$ cat src/rtl/core/dsil_pkg.sv
package dsil_pkg;

	// default sizes
	localparam int DEPTH_DEF    = 32;
	localparam int KEY_BITS_DEF = 32;

	// opcodes
	localparam logic [1:0] OP_INSERT = 2'd0;
	localparam logic [1:0] OP_DUMP   = 2'd1;
	localparam logic [1:0] OP_CLEAR  = 2'd2;

	// status codes
	localparam logic [1:0] ST_OK       = 2'd0;
	localparam logic [1:0] ST_OVERFLOW = 2'd1;
	localparam logic [1:0] ST_EMPTY    = 2'd2;

	// request beat
	typedef struct packed {
		logic [1:0]         opcode;
		logic signed [31:0] key_value;
	} req_t;

	// response beat
	typedef struct packed {
		logic signed [31:0] entry_value;
		logic [4:0]         entry_position;
		logic               last_flag;
		logic [1:0]         status_code;
		logic [5:0]         entry_count;
	} rsp_t;

	// per-cycle command broadcast to every cell
	typedef struct packed {
		logic ins;
		logic rot;
	} cell_ctl_t;

endpackage

$ cat src/rtl/core/descending_sorted_insert_list_top.sv
// insert, clear and empty dump give one response beat, valid in the cycle after the request is accepted
// a dump of n keys gives n beats, one per cycle while the response side does not stall
// one request per cycle, except while a dump is sending its beats
// a stalled response beat holds the request side as well
// reset clears the fill count, dump state and response valid; cell keys are not reset
module descending_sorted_insert_list_top #(
	parameter int DEPTH    = dsil_pkg::DEPTH_DEF,
	parameter int KEY_BITS = dsil_pkg::KEY_BITS_DEF
) (
	input  logic           clk,
	input  logic           arst_n,
	input  logic           req_valid,
	output logic           req_stall,
	input  dsil_pkg::req_t req,
	output logic           rsp_valid,
	input  logic           rsp_stall,
	output dsil_pkg::rsp_t rsp
);
	import dsil_pkg::*;

	localparam int PW = $clog2(DEPTH);
	localparam int CW = $clog2(DEPTH + 1);

	logic [CW-1:0]              count_q;
	logic                       busy_q;
	logic [PW-1:0]              idx_q;
	logic                       rsp_valid_q;
	rsp_t                       rsp_q;

	logic                       slot_free;
	logic                       accept;
	logic signed [KEY_BITS-1:0] new_key;
	logic signed [KEY_BITS-1:0] keys [DEPTH];
	logic [DEPTH-1:0]           gts;
	logic [DEPTH-1:0]           bnd;
	logic [PW-1:0]              pos;
	logic                       full;
	logic                       dump_last;
	cell_ctl_t                  ctl;

	// handshake
	assign slot_free = !rsp_valid_q || !rsp_stall;
	assign req_stall = busy_q || !slot_free;
	assign accept    = req_valid && !req_stall;
	assign rsp_valid = rsp_valid_q;
	assign rsp       = rsp_q;

	assign new_key   = KEY_BITS'(req.key_value);
	assign full      = count_q == CW'(DEPTH);
	assign dump_last = (CW'(idx_q) + CW'(1)) == count_q;

	// cell commands
	assign ctl.ins = accept && (req.opcode == OP_INSERT);
	assign ctl.rot = busy_q && slot_free;

	// chain of compare and shift cells
	for (genvar i = 0; i < DEPTH; i++) begin : g_cell
		logic signed [KEY_BITS-1:0] lk;
		logic                       lg;
		logic signed [KEY_BITS-1:0] rk;
		if (i == 0) begin : g_first
			assign lk = new_key;
			assign lg = 1'b1;
		end else begin : g_mid
			assign lk = keys[i-1];
			assign lg = gts[i-1];
		end
		if (i == DEPTH - 1) begin : g_last
			assign rk = keys[i];
		end else begin : g_inner
			assign rk = keys[i+1];
		end
		dsil_cell #(
			.KEY_BITS(KEY_BITS),
			.CW      (CW),
			.IDX     (i)
		) u_cell (
			.clk      (clk),
			.ctl      (ctl),
			.new_key  (new_key),
			.left_key (lk),
			.left_gt  (lg),
			.right_key(rk),
			.head_key (keys[0]),
			.count    (count_q),
			.key      (keys[i]),
			.gt       (gts[i]),
			.boundary (bnd[i])
		);
	end

	// one-hot boundary to insert position, zero when the list is full and every key is greater
	always_comb begin
		pos = '0;
		for (int i = 0; i < DEPTH; i++) begin
			if (bnd[i]) begin
				pos = pos | PW'(i);
			end
		end
	end

	// fill count and dump sequencing
	always_ff @(posedge clk or negedge arst_n) begin
		if (!arst_n) begin
			count_q <= '0;
			busy_q  <= 1'b0;
			idx_q   <= '0;
		end else if (accept) begin
			case (req.opcode)
				OP_INSERT: begin
					if (!full) begin
						count_q <= count_q + CW'(1);
					end
				end
				OP_DUMP: begin
					busy_q <= count_q != '0;
					idx_q  <= '0;
				end
				OP_CLEAR: begin
					count_q <= '0;
				end
				default: begin
				end
			endcase
		end else if (ctl.rot) begin
			idx_q <= idx_q + PW'(1);
			if (dump_last) begin
				busy_q <= 1'b0;
			end
		end
	end

	// response valid
	always_ff @(posedge clk or negedge arst_n) begin
		if (!arst_n) begin
			rsp_valid_q <= 1'b0;
		end else if (slot_free) begin
			rsp_valid_q <= busy_q || (accept && (req.opcode == OP_INSERT ||
				req.opcode == OP_CLEAR || (req.opcode == OP_DUMP && count_q == '0)));
		end
	end

	// response payload
	always_ff @(posedge clk) begin
		if (ctl.rot) begin
			rsp_q.entry_value    <= 32'(keys[0]);
			rsp_q.entry_position <= 5'(idx_q);
			rsp_q.last_flag      <= dump_last;
			rsp_q.status_code    <= ST_OK;
			rsp_q.entry_count    <= 6'(count_q);
		end else if (accept) begin
			rsp_q.last_flag <= 1'b1;
			case (req.opcode)
				OP_INSERT: begin
					rsp_q.entry_value    <= 32'(new_key);
					rsp_q.entry_position <= 5'(pos);
					rsp_q.status_code    <= full ? ST_OVERFLOW : ST_OK;
					rsp_q.entry_count    <= full ? 6'(count_q) : 6'(count_q + CW'(1));
				end
				OP_DUMP: begin
					rsp_q.entry_value    <= '0;
					rsp_q.entry_position <= '0;
					rsp_q.status_code    <= ST_EMPTY;
					rsp_q.entry_count    <= '0;
				end
				default: begin
					rsp_q.entry_value    <= '0;
					rsp_q.entry_position <= '0;
					rsp_q.status_code    <= ST_OK;
					rsp_q.entry_count    <= '0;
				end
			endcase
		end
	end

	// fill count stays within the chain
	a_count_range: assert property (@(posedge clk) disable iff (!arst_n)
		count_q <= CW'(DEPTH))
		else $error("fill count beyond depth");

	// a dump never runs on an empty list
	a_busy_nonempty: assert property (@(posedge clk) disable iff (!arst_n)
		busy_q |-> count_q != '0)
		else $error("dump active with empty list");

	// a clear empties the list
	a_clear: assert property (@(posedge clk) disable iff (!arst_n)
		accept && req.opcode == OP_CLEAR |=> count_q == '0 && rsp_valid_q)
		else $error("clear did not empty the list");

	// the dump ends with a last beat
	a_dump_end: assert property (@(posedge clk) disable iff (!arst_n)
		$fell(busy_q) |-> rsp_valid_q && rsp_q.last_flag)
		else $error("dump ended without last beat");

endmodule

$ cat src/rtl/core/dsil_cell.sv
module dsil_cell #(
	parameter int KEY_BITS = 32,
	parameter int CW       = 6,
	parameter int IDX      = 0
) (
	input  logic                       clk,
	input  dsil_pkg::cell_ctl_t        ctl,
	input  logic signed [KEY_BITS-1:0] new_key,
	input  logic signed [KEY_BITS-1:0] left_key,
	input  logic                       left_gt,
	input  logic signed [KEY_BITS-1:0] right_key,
	input  logic signed [KEY_BITS-1:0] head_key,
	input  logic [CW-1:0]              count,
	output logic signed [KEY_BITS-1:0] key,
	output logic                       gt,
	output logic                       boundary
);
	import dsil_pkg::*;

	logic signed [KEY_BITS-1:0] key_q;
	logic                       occupied;
	logic                       tail;

	// occupancy from the shared fill count
	assign occupied = CW'(IDX) < count;
	assign tail     = count == CW'(IDX + 1);

	// stored key stays ahead of the new key
	assign gt       = occupied && (key_q > new_key);
	// first cell whose key does not beat the new key
	assign boundary = !gt && left_gt;
	assign key      = key_q;

	// insert: keep, take new key, or shift from the left
	// rotate: pull from the right, tail wraps to the head
	always_ff @(posedge clk) begin
		if (ctl.ins) begin
			if (!gt) begin
				key_q <= left_gt ? new_key : left_key;
			end
		end else if (ctl.rot) begin
			key_q <= tail ? head_key : right_key;
		end
	end

endmodule

$ cat config.mk
export PLATFORM = sky130hd
export DESIGN_NAME = descending_sorted_insert_list_top
export DESIGN_NICKNAME = d
export VERILOG_FILES = /design/src/rtl/core/dsil_pkg.sv /design/src/rtl/core/descending_sorted_insert_list_top.sv /design/src/rtl/core/dsil_cell.sv
export SDC_FILE = /design/constraint.sdc
export NUM_CORES = 2
export LEC_CHECK = 0
export BUFFER_PORTS_ARGS = -buffer_cell sky130_fd_sc_hd__buf_2
export CAP_MARGIN = 20
export CORE_MARGIN = 4
export CORE_UTILIZATION = 57
export CTS_BUF_LIST = sky130_fd_sc_hd__clkbuf_2
export CTS_CLUSTER_SIZE = 24
export DETAILED_ROUTE_END_ITERATION = 10
export PLACE_DENSITY = 0.84
export SYNTH_ARGS = -nofsm -noshare
export SYNTH_HDL_FRONTEND = slang
export SYNTH_HIERARCHICAL = 1
export SYNTH_SLANG_ARGS = --single-unit
$ cat constraint.sdc
create_clock -name clk -period 19.5 [get_ports clk]
set_input_delay 0.975 -clock clk [delete_from_list [all_inputs] [get_ports clk]]
set_output_delay 0.975 -clock clk [all_outputs]
set_load 0.02 [all_outputs]
==> impl_metrics.tcl <==
set metrics [dict create \
    status "finished, final reports clean" \
    finClkSkew_ns 0.258 \
    ios 86 \
    cts_setup_buffers 0 \
    required_ns 21.04 \
    hold_path.class "input port to flip-flop" \
    startpoint "rsp_valid$_DFFE_PN0N_" \
    die_w_um 417 \
    period_needed_ns 7.06 \
    grt-ovfl-total 0 \
    max_freq_mhz 142 \
    nNetsFinal 11200 \
    worst-setup-path-type "flip-flop to flip-flop" \
    multiInputGateArea_um2 56800 \
    portBuffers 85 \
    vdd_ir_drop_max_v 0.000112 \
    reg2reg_slack_ns 12.44 \
    worstSetupStartpointType "flip-flop" \
    powerDensity_nw_per_um2 139 \
    drt-initial-drc-count 12300 \
    maxSlewViolCount 0 \
    ant_nets 0 \
    r2r-start "rsp_valid$_DFFE_PN0N_" \
    slew_headroom_pct 7.68 \
    cts_sinks 1083 \
    grt_pass1_wl_um 530000 \
    endpoint_kind "flip-flop" \
    drc 0 \
    drt-pass1-iter-count 9 \
    hold_depth 4 \
    vias 88100 \
    finalHoldViolations 0 \
    r2r_end "g_cell[10].u_cell/key[28]$_DFFE_PP_" \
    start_util_pct 57.5 \
    post-dp-hpwl_um 242000 \
    first_global_vias 85800 \
    grt_setup_unrepaired "false" \
    setup_tns_ns 0 \
    antenna_found_initial 15 \
    clock_latency_ns 1.97 \
    track_usage_pct 39.8 \
    die_h_um 417 \
    setup_viol 0 \
    dieArea_um2 174000 \
    place_area_um2 98100 \
    cts_tree "done" \
    layout_common_cells "a21oi_1 (1460), edfxtp_1 (1068), inv_1 (1047)" \
    fill_cells 13700 \
    reg2regPathDepth 11 \
    clk_pin_slew_ns 0.11 \
    vias_per_cell 7.05 \
    wl_um 361000 \
    num_rows 149 \
    post_drt_wl_per_cell_um 28.9 \
    coreArea_um2 166000 \
    cts_buffers 326 \
    cap_violations 0 \
    place_inst 11900 \
    syn_area_per_cell_um2 9.54 \
    synth_area_um2 95200 \
    area.sequential_um2 32500 \
    synth_cells 9975 \
    leakagePower_nw 43.2 \
    cts_root_buf "clkbuf_2" \
    period_share_pct 36.2 \
    final_layout_size_suffix_gt1_share_pct 11.1 \
    stdcell_area_um2 102000 \
    h-tree-depth 5 \
    grt_max_degree 249 \
    clock_path_buffers 4 \
    synth_nets 11000 \
    area_growth_pct 6.71 \
    gp_congestion 1.02 \
    crit_fanout 85 \
    cp-endpoint "g_cell[10].u_cell/key[28]$_DFFE_PP_" \
    cts_hold_buf 49 \
    cts.repair.resized 0 \
    worst_pin_slew_ns 1.38 \
    finalNonFillerCells 12500 \
    layout_commonest_cell "a21oi_1" \
    crit_arrival_ns 8.59 \
    synth_warnings 6 \
]
flip-flops by register name, summed over array words and instances (netlist names):
signal             flops
busy_q                 1
count_q                6
g_cell.u_cell/key   1024
idx_q                  5
rsp                   46
rsp_valid              1
layout make-up:
| class | count | share of cell area (%) |
|---|---|---|
| inverter | 1048 | 3.88 |
| tap | 2189 | 2.70 |
| clock buffer | 470 | 2.32 |
| multi-input combinational | 7270 | 55.9 |
| antenna | 19 | 0.0468 |
| clock inverter | 72 | 0.352 |
| sequential | 1083 | 32.0 |
| timing repair buffer | 357 | 2.87 |
worst min path at each step:
stage | start | end | slack, ns
6_report | req[21] | g_cell[4].u_cell/key[21]$_DFFE_PP_ | 0.16
5_1_grt | req[27] | g_cell[5].u_cell/key[27]$_DFFE_PP_ | 0.08
4_1_cts | req[27] | g_cell[5].u_cell/key[27]$_DFFE_PP_ | 0.007
3_5_place_dp | rsp[7]$_SDFFE_PP0P_ | rsp[7]$_SDFFE_PP0P_ | 0.48
3_3_place_gp | rsp[7]$_SDFFE_PP0P_ | rsp[7]$_SDFFE_PP0P_ | 0.46
2_1_floorplan | idx_q[4]$_DFFE_PN0P_ | idx_q[4]$_DFFE_PN0P_ | 0.53
critical path: stages, from the launching register on:
cell,delay [ns]
dfrtp_1,0.43
a21oi_2,0.34
nand3b_1,0.45
nor2_4,0.85
buf_4,0.66
buf_4,0.75
buf_4,0.62
buf_4,0.65
buf_4,0.78
o2bb2ai_2,0.17
a211oi_4,0.43
buf_4,0.42
through the flow:
| stage | power [mW] | utilization (%) | worst slack (ns) | hold slack [ns] |
|---|---|---|---|---|
| floorplan | 9.30 | - | 11.82 | 0.527 |
| global placement | 11.6 | 59.2 | 12.27 | 0.457 |
| detailed placement | 11.9 | 59.2 | 12.07 | 0.479 |
| CTS | 13.7 | 61.2 | 12.74 | 0.00719 |
| global route | 14.7 | 61.3 | 12.14 | 0.0825 |
| finish | 14.1 | 61.3 | 12.44 | 0.163 |
layer usage:
metal / up-vias / global-route usage [%] / share of wire, %
met1: 41800 / 48.9 / 36
met3: 1881 / 13.0 / 14
met4: 14 / 30.4 / 9.0
met2: 6673 / 58.0 / 42
met5: - / 0.306 / 0.047
li1: 37800 / - / -
power by group:
group	switching [mW]	total, mW	leakage, nW	internal, mW
clock network	1.12	1.80	2.13	0.676
registers	1.01	4.85	10.5	3.84
logic	4.60	7.46	30.6	2.86
(Power assumes the default switching activity.)
